`config.mk`:
```
export PLATFORM = sky130hd
export DESIGN_NAME = bis_step
export DESIGN_NICKNAME = d
export VERILOG_FILES = /design/src/rtl/core/bis_pkg.sv /design/src/rtl/core/bis_step.sv
export SDC_FILE = /design/constraint.sdc
export NUM_CORES = 2
export LEC_CHECK = 0
export ABC_AREA = 0
export BUFFER_PORTS_ARGS = -buffer_cell sky130_fd_sc_hd__buf_2
export CORE_ASPECT_RATIO = 1.1
export CORE_UTILIZATION = 55
export CTS_CLUSTER_SIZE = 14
export DETAILED_ROUTE_END_ITERATION = 10
export PLACE_DENSITY = 0.71
export SETUP_SLACK_MARGIN = 0.5
export SYNTH_ARGS = -nofsm -noshare
export SYNTH_HDL_FRONTEND = slang
export SYNTH_SLANG_ARGS = --single-unit
```
`constraint.sdc`:
```
create_clock -name clk -period 8.6 [get_ports clk]
set_clock_uncertainty 0.1 [all_clocks]
set_input_delay 0.43 -clock clk [delete_from_list [all_inputs] [get_ports clk]]
set_output_delay 0.43 -clock clk [all_outputs]
set_load 0.005 [all_outputs]
```
`src/rtl/core/bis_pkg.sv`:
```
// shared types and constants for the bilinear image scaler
// no dependencies
package bis_pkg;

  localparam int DEF_MAX_WIDTH  = 256;
  localparam int DEF_MAX_HEIGHT = 256;

  localparam int STEP_W  = 24;
  localparam int DST_W   = 12;
  localparam int POS_W   = STEP_W + DST_W;
  localparam int FRAC_W  = 16;
  localparam int INT_W   = POS_W - FRAC_W;
  localparam int WGT_W   = FRAC_W + 1;
  localparam int PIX_W   = 32;
  localparam int CH_W    = 8;
  localparam int NCH     = 4;
  localparam int PROD_W  = CH_W + WGT_W;
  localparam int SUM_W   = PROD_W + 2;

  // register addresses
  localparam logic REG_X_STEP = 1'b0;
  localparam logic REG_Y_STEP = 1'b1;

  localparam logic OP_WRITE  = 1'b0;
  localparam logic OP_SAMPLE = 1'b1;

  // parity of the four neighbour coordinates, picks the bank per neighbour
  typedef struct packed {
    logic x0;
    logic x1;
    logic y0;
    logic y1;
  } nb_sel_t;

endpackage

```
`src/rtl/core/bis_step.sv`:
```
// source position, neighbour clamping and bilinear weights
// depends on bis_pkg
module bis_step #(
  parameter int MAX_WIDTH  = bis_pkg::DEF_MAX_WIDTH,
  parameter int MAX_HEIGHT = bis_pkg::DEF_MAX_HEIGHT,
  parameter int CW = $clog2(MAX_WIDTH),
  parameter int RW = $clog2(MAX_HEIGHT)
) (
  input  logic                         clk,
  input  logic                         en,
  input  logic [bis_pkg::DST_W-1:0]    dst_col,
  input  logic [bis_pkg::DST_W-1:0]    dst_row,
  input  logic [bis_pkg::STEP_W-1:0]   x_step,
  input  logic [bis_pkg::STEP_W-1:0]   y_step,
  output logic [CW-1:0]                x0,
  output logic [CW-1:0]                x1,
  output logic [RW-1:0]                y0,
  output logic [RW-1:0]                y1,
  output logic [bis_pkg::WGT_W-1:0]    w1,
  output logic [bis_pkg::WGT_W-1:0]    w2,
  output logic [bis_pkg::WGT_W-1:0]    w3,
  output logic [bis_pkg::WGT_W-1:0]    w4,
  output bis_pkg::nb_sel_t             sel
);
  import bis_pkg::*;

  logic [POS_W-1:0]   px;
  logic [POS_W-1:0]   py;
  logic [INT_W-1:0]   ix;
  logic [INT_W-1:0]   iy;
  logic [INT_W:0]     ix1;
  logic [INT_W:0]     iy1;
  logic [WGT_W-1:0]   fx;
  logic [WGT_W-1:0]   fy;
  logic [WGT_W-1:0]   gx;
  logic [WGT_W-1:0]   gy;
  logic [2*WGT_W-1:0] p1;
  logic [2*WGT_W-1:0] p2;
  logic [2*WGT_W-1:0] p3;
  logic [2*WGT_W-1:0] p4;

  // stage 1: scaled position
  always_ff @(posedge clk) begin
    if (en) begin
      px <= POS_W'(dst_col) * POS_W'(x_step);
      py <= POS_W'(dst_row) * POS_W'(y_step);
    end
  end

  // integer part clamped to the store, fractions kept
  always_comb begin
    ix  = px[POS_W-1:FRAC_W];
    iy  = py[POS_W-1:FRAC_W];
    ix1 = {1'b0, ix} + (INT_W+1)'(1);
    iy1 = {1'b0, iy} + (INT_W+1)'(1);
    x0  = (ix  > INT_W'(MAX_WIDTH - 1))      ? CW'(MAX_WIDTH - 1)  : ix[CW-1:0];
    x1  = (ix1 > (INT_W+1)'(MAX_WIDTH - 1))  ? CW'(MAX_WIDTH - 1)  : ix1[CW-1:0];
    y0  = (iy  > INT_W'(MAX_HEIGHT - 1))     ? RW'(MAX_HEIGHT - 1) : iy[RW-1:0];
    y1  = (iy1 > (INT_W+1)'(MAX_HEIGHT - 1)) ? RW'(MAX_HEIGHT - 1) : iy1[RW-1:0];
    fx  = {1'b0, px[FRAC_W-1:0]};
    fy  = {1'b0, py[FRAC_W-1:0]};
    gx  = WGT_W'(1 << FRAC_W) - fx;
    gy  = WGT_W'(1 << FRAC_W) - fy;
    p1  = (2*WGT_W)'(gx) * (2*WGT_W)'(gy);
    p2  = (2*WGT_W)'(fx) * (2*WGT_W)'(gy);
    p3  = (2*WGT_W)'(gx) * (2*WGT_W)'(fy);
    p4  = (2*WGT_W)'(fx) * (2*WGT_W)'(fy);
  end

  // stage 2: truncated weights and bank selects
  always_ff @(posedge clk) begin
    if (en) begin
      w1     <= p1[FRAC_W +: WGT_W];
      w2     <= p2[FRAC_W +: WGT_W];
      w3     <= p3[FRAC_W +: WGT_W];
      w4     <= p4[FRAC_W +: WGT_W];
      sel.x0 <= x0[0];
      sel.x1 <= x1[0];
      sel.y0 <= y0[0];
      sel.y1 <= y1[0];
    end
  end

endmodule

```
==> summary.md <==
| Metric | Value |
|---|---|
| Die width | `slightly above 300 um` |
| Num CTS Buffers | `17` |
| Largest family of logic cells by synthesized area | `adder cells` |
| Synth Area in Compound Gates | `0.0407` |
| Grt ovf | `0` |
| Syn Area/Cell | `between 9 and 10 um^2` |
| Layout cells sized above 1 | `0.0660` |
| Total track usage | `0.279` |
| Starting DRT DRC Count | `2501` |
| Synth warn | `0` |
| Synth Flop Type | `edfxtp_1` |
| I/O Buffers | `176` |
| Number of max-cap violations | `0` |
| Clock Tree Root | `clkbuf_16` |
| Hold Vio Cnt, Final | `0` |
| Cell Rows | `123` |
| Mux contribution to synthesized area | `0.000530` |
| Outcome | `finished, final reports clean` |
| GP Congestion | `between 0.9 and 1` |
| Crit start category | `flop` |
| Critical path class | `flop to flop` |
| Slowest-stage cell, CP | `fa_1` |
| TritonCTS clock tree | `yes` |
| Total core area | `102000 um^2` |
| Initial antenna violation count | `5` |
| Reg clk slew, reported paths | `~70 ps` |
| DR pass1 iterations | `5` |
| Top-level I/O count | `about 180` |
| Simple-gate share of the synthesized area | `0.168` |
| Post-synth ARST share | `0` |
| Unrepaired setup endpoints after global routing | `no` |
| Family with the most delay on the worst path | `adder cells` |
| Post-DR wirelength/cell | `between 15 and 20 um` |
| Largest net degree at the start of global routing | `77` |
| Critical path's largest stage delay | `540 ps` |
| Die area | `~100000 um^2` |
| XOR/XNOR Fraction of Synth Area | `0.0265` |
| Fillers | `9019` |
| Worst slew pin tran | `between 900 and 1000 ps` |
| Fin crit share | `0.909` |
| Worst-skew pair later-pin latency | `520 ps` |
| Min-Delay Path Class | `primary input to flop` |
| Initial Utilization | `0.555` |
| Worst path bufs/invs | `3` |
| Setup TNS | `0 ps` |
| Cell taking the most area after synthesis | `fa_1` |
| # setup viols final | `0` |
| WP data required | `between 8000 and 9000 ps` |
| Area Overhead vs Synth | `6.15%` |
| Post-synthesis adder-cell area fraction | `0.571` |
| Slew margin rel. | `0.346` |
| Synth cell types | `86` |
| Syn_nets | `8194` |
| Global-route wire length before repair | `about 230000 um` |
| Synth Cell Area | `roughly 57000 um^2` |
| Crit. End Element | `flop` |
| Mapped Cells | `6291` |
| DR DRC count | `0` |
| Max Buffers Root-to-Sink | `2` |
| Clock sink count | `approximately 140` |
| Routed wire length | `139000 um` |
| Final core utilization | `0.589` |
| Post-synth EDFFs | `around 140` |
| Flops & latches, synth | `roughly 140` |
| Die Height | `339 um` |
| Most frequent CP cell | `fa_1` |
| Synth top area share | `0.448` |
| Pins Over Slew Limit | `0` |
| Final ANT Viol Nets | `0` |
| Post-layout net count | `approximately 8000` |
| Vias | `between 40000 and 50000` |
| CP Max Fanout | `6` |
| Top post-synthesis cells by area | `fa_1, ha_1, inv_1` |
| Post-DP HPWL | `between 100000 and 150000 um` |
| Peak Freq | `0.128 GHz` |
| Vias in the first global route | `between 40000 and 50000` |
| Sequential cell area fraction in the yosys report | `0.0757` |
| Fin crit period | `about 8000 ps` |
| Vias per cell | `between 5 and 6` |
| H-tree levels | `4` |
| Arrival time worst endpoint | `~8000 ps` |
logic make-up (layout without fill, tap and decap cells):
kind of cell | Yosys count | in the layout
multiplexers | 3 | 3
buffers and inverters | 1758 | 1789
XOR/XNOR | 171 | 171
AO/OA/AOI/OAI | 350 | 350
adder cells (fa/ha/maj) | 1829 | 1829
flip-flops | 143 | 143
other | 1 | 3
AND/OR/NAND/NOR | 2036 | 2036
synthesized netlist by cell type (8+ instances only):
master / instances
a211oi_1: 21
a21o_1: 43
a21oi_1: 98
a31oi_1: 20
and2_1: 507
and3_1: 18
buf_1: 12
buf_2: 8
clkbuf_1: 281
edfxtp_1: 143
fa_1: 1268
ha_1: 561
inv_1: 1450
nand2_1: 1115
nand2b_1: 28
nand3_1: 52
nand4_1: 19
nor2_1: 159
nor2b_1: 20
nor3_1: 49
nor4_1: 9
o21a_1: 16
o21ai_0: 62
o21bai_1: 12
or2_2: 13
or3_1: 15
xnor2_1: 101
xor2_1: 69
placed cells by master, fill, tap and decap left out, drive strengths merged, types with 14 or more instances in the layout:
cell type	Yosys	final
clkbuf	281	19
or3	15	15
inv	1450	1455
edfxtp	143	143
fa	1268	1268
buf	25	305
and2	508	508
a21oi	99	99
ha	561	561
o21a	16	16
nand2	1116	1116
a21o	43	43
a31oi	20	20
o21ai	69	69
or2	14	14
nand4	19	19
xor2	69	69
nand3	52	52
nand2b	28	28
a211oi	21	21
xnor2	102	102
nor2b	20	20
and3	18	18
nor3	49	49
nor2	161	161
layer usage:
layer,GRT usage,vias up,part of all wire,wire length [um]
li1,-,18700,-,-
met1,0.347,21500,0.38,53400
met2,0.485,1436,0.51,71200
met3,0.0387,337,0.058,8090
met4,0.120,2,0.045,6190
met5,0,-,0.000094,13
layout make-up:
cell class | instances | area (um^2) | area share
antenna | 2 | 5.00 | 0.0000831
clock buffer | 19 | 433 | 0.00719
clock inverter | 13 | 153 | 0.00254
inverter | 1452 | 5450 | 0.0906
multi-input combinational | 4390 | 46200 | 0.768
sequential | 143 | 4290 | 0.0713
tap | 1375 | 1720 | 0.0286
timing repair buffer | 305 | 1910 | 0.0317
per-stage QoR:
step	std cells	worst slack (ps)	instance area (um^2)	hold WS, ps
after global placement	7638	245	59100	538
after global routing	7697	504	60200	383
final	7699	786	60200	378
after detailed placement	7638	61.0	59100	538
after floorplan	6291	688	56700	442
after CTS	7674	501	59800	355
sequential cells by signal, summed over array words and instances, names as in the netlist:
| name | cells |
|---|---|
| px | 36 |
| w2 | 17 |
| w1 | 17 |
| py | 36 |
| sel | 4 |
| w4 | 16 |
| w3 | 17 |
path summary, 6_finish.rpt:
check	from	endpoint	slack [ps]	cells past startpoint
max	py[2]	w1[16]	790	25
min reg2reg	py[34]	sel[1]	550	2
min	en	w1[15]	380	1
max reg2reg	py[2]	w1[16]	790	25
what timing repair did:
item | CTS | global route
pin swaps | 1 | 4
hold buffers | 0 | 0
endpoints found under the setup margin | 21 | 27
gates cloned | 0 | 1
buffers inserted | 4 | 22
resized for setup | 13 | 36
Power is not shown: default switching activity piles up to over one toggle a cycle in this logic, so the estimate is an artifact.
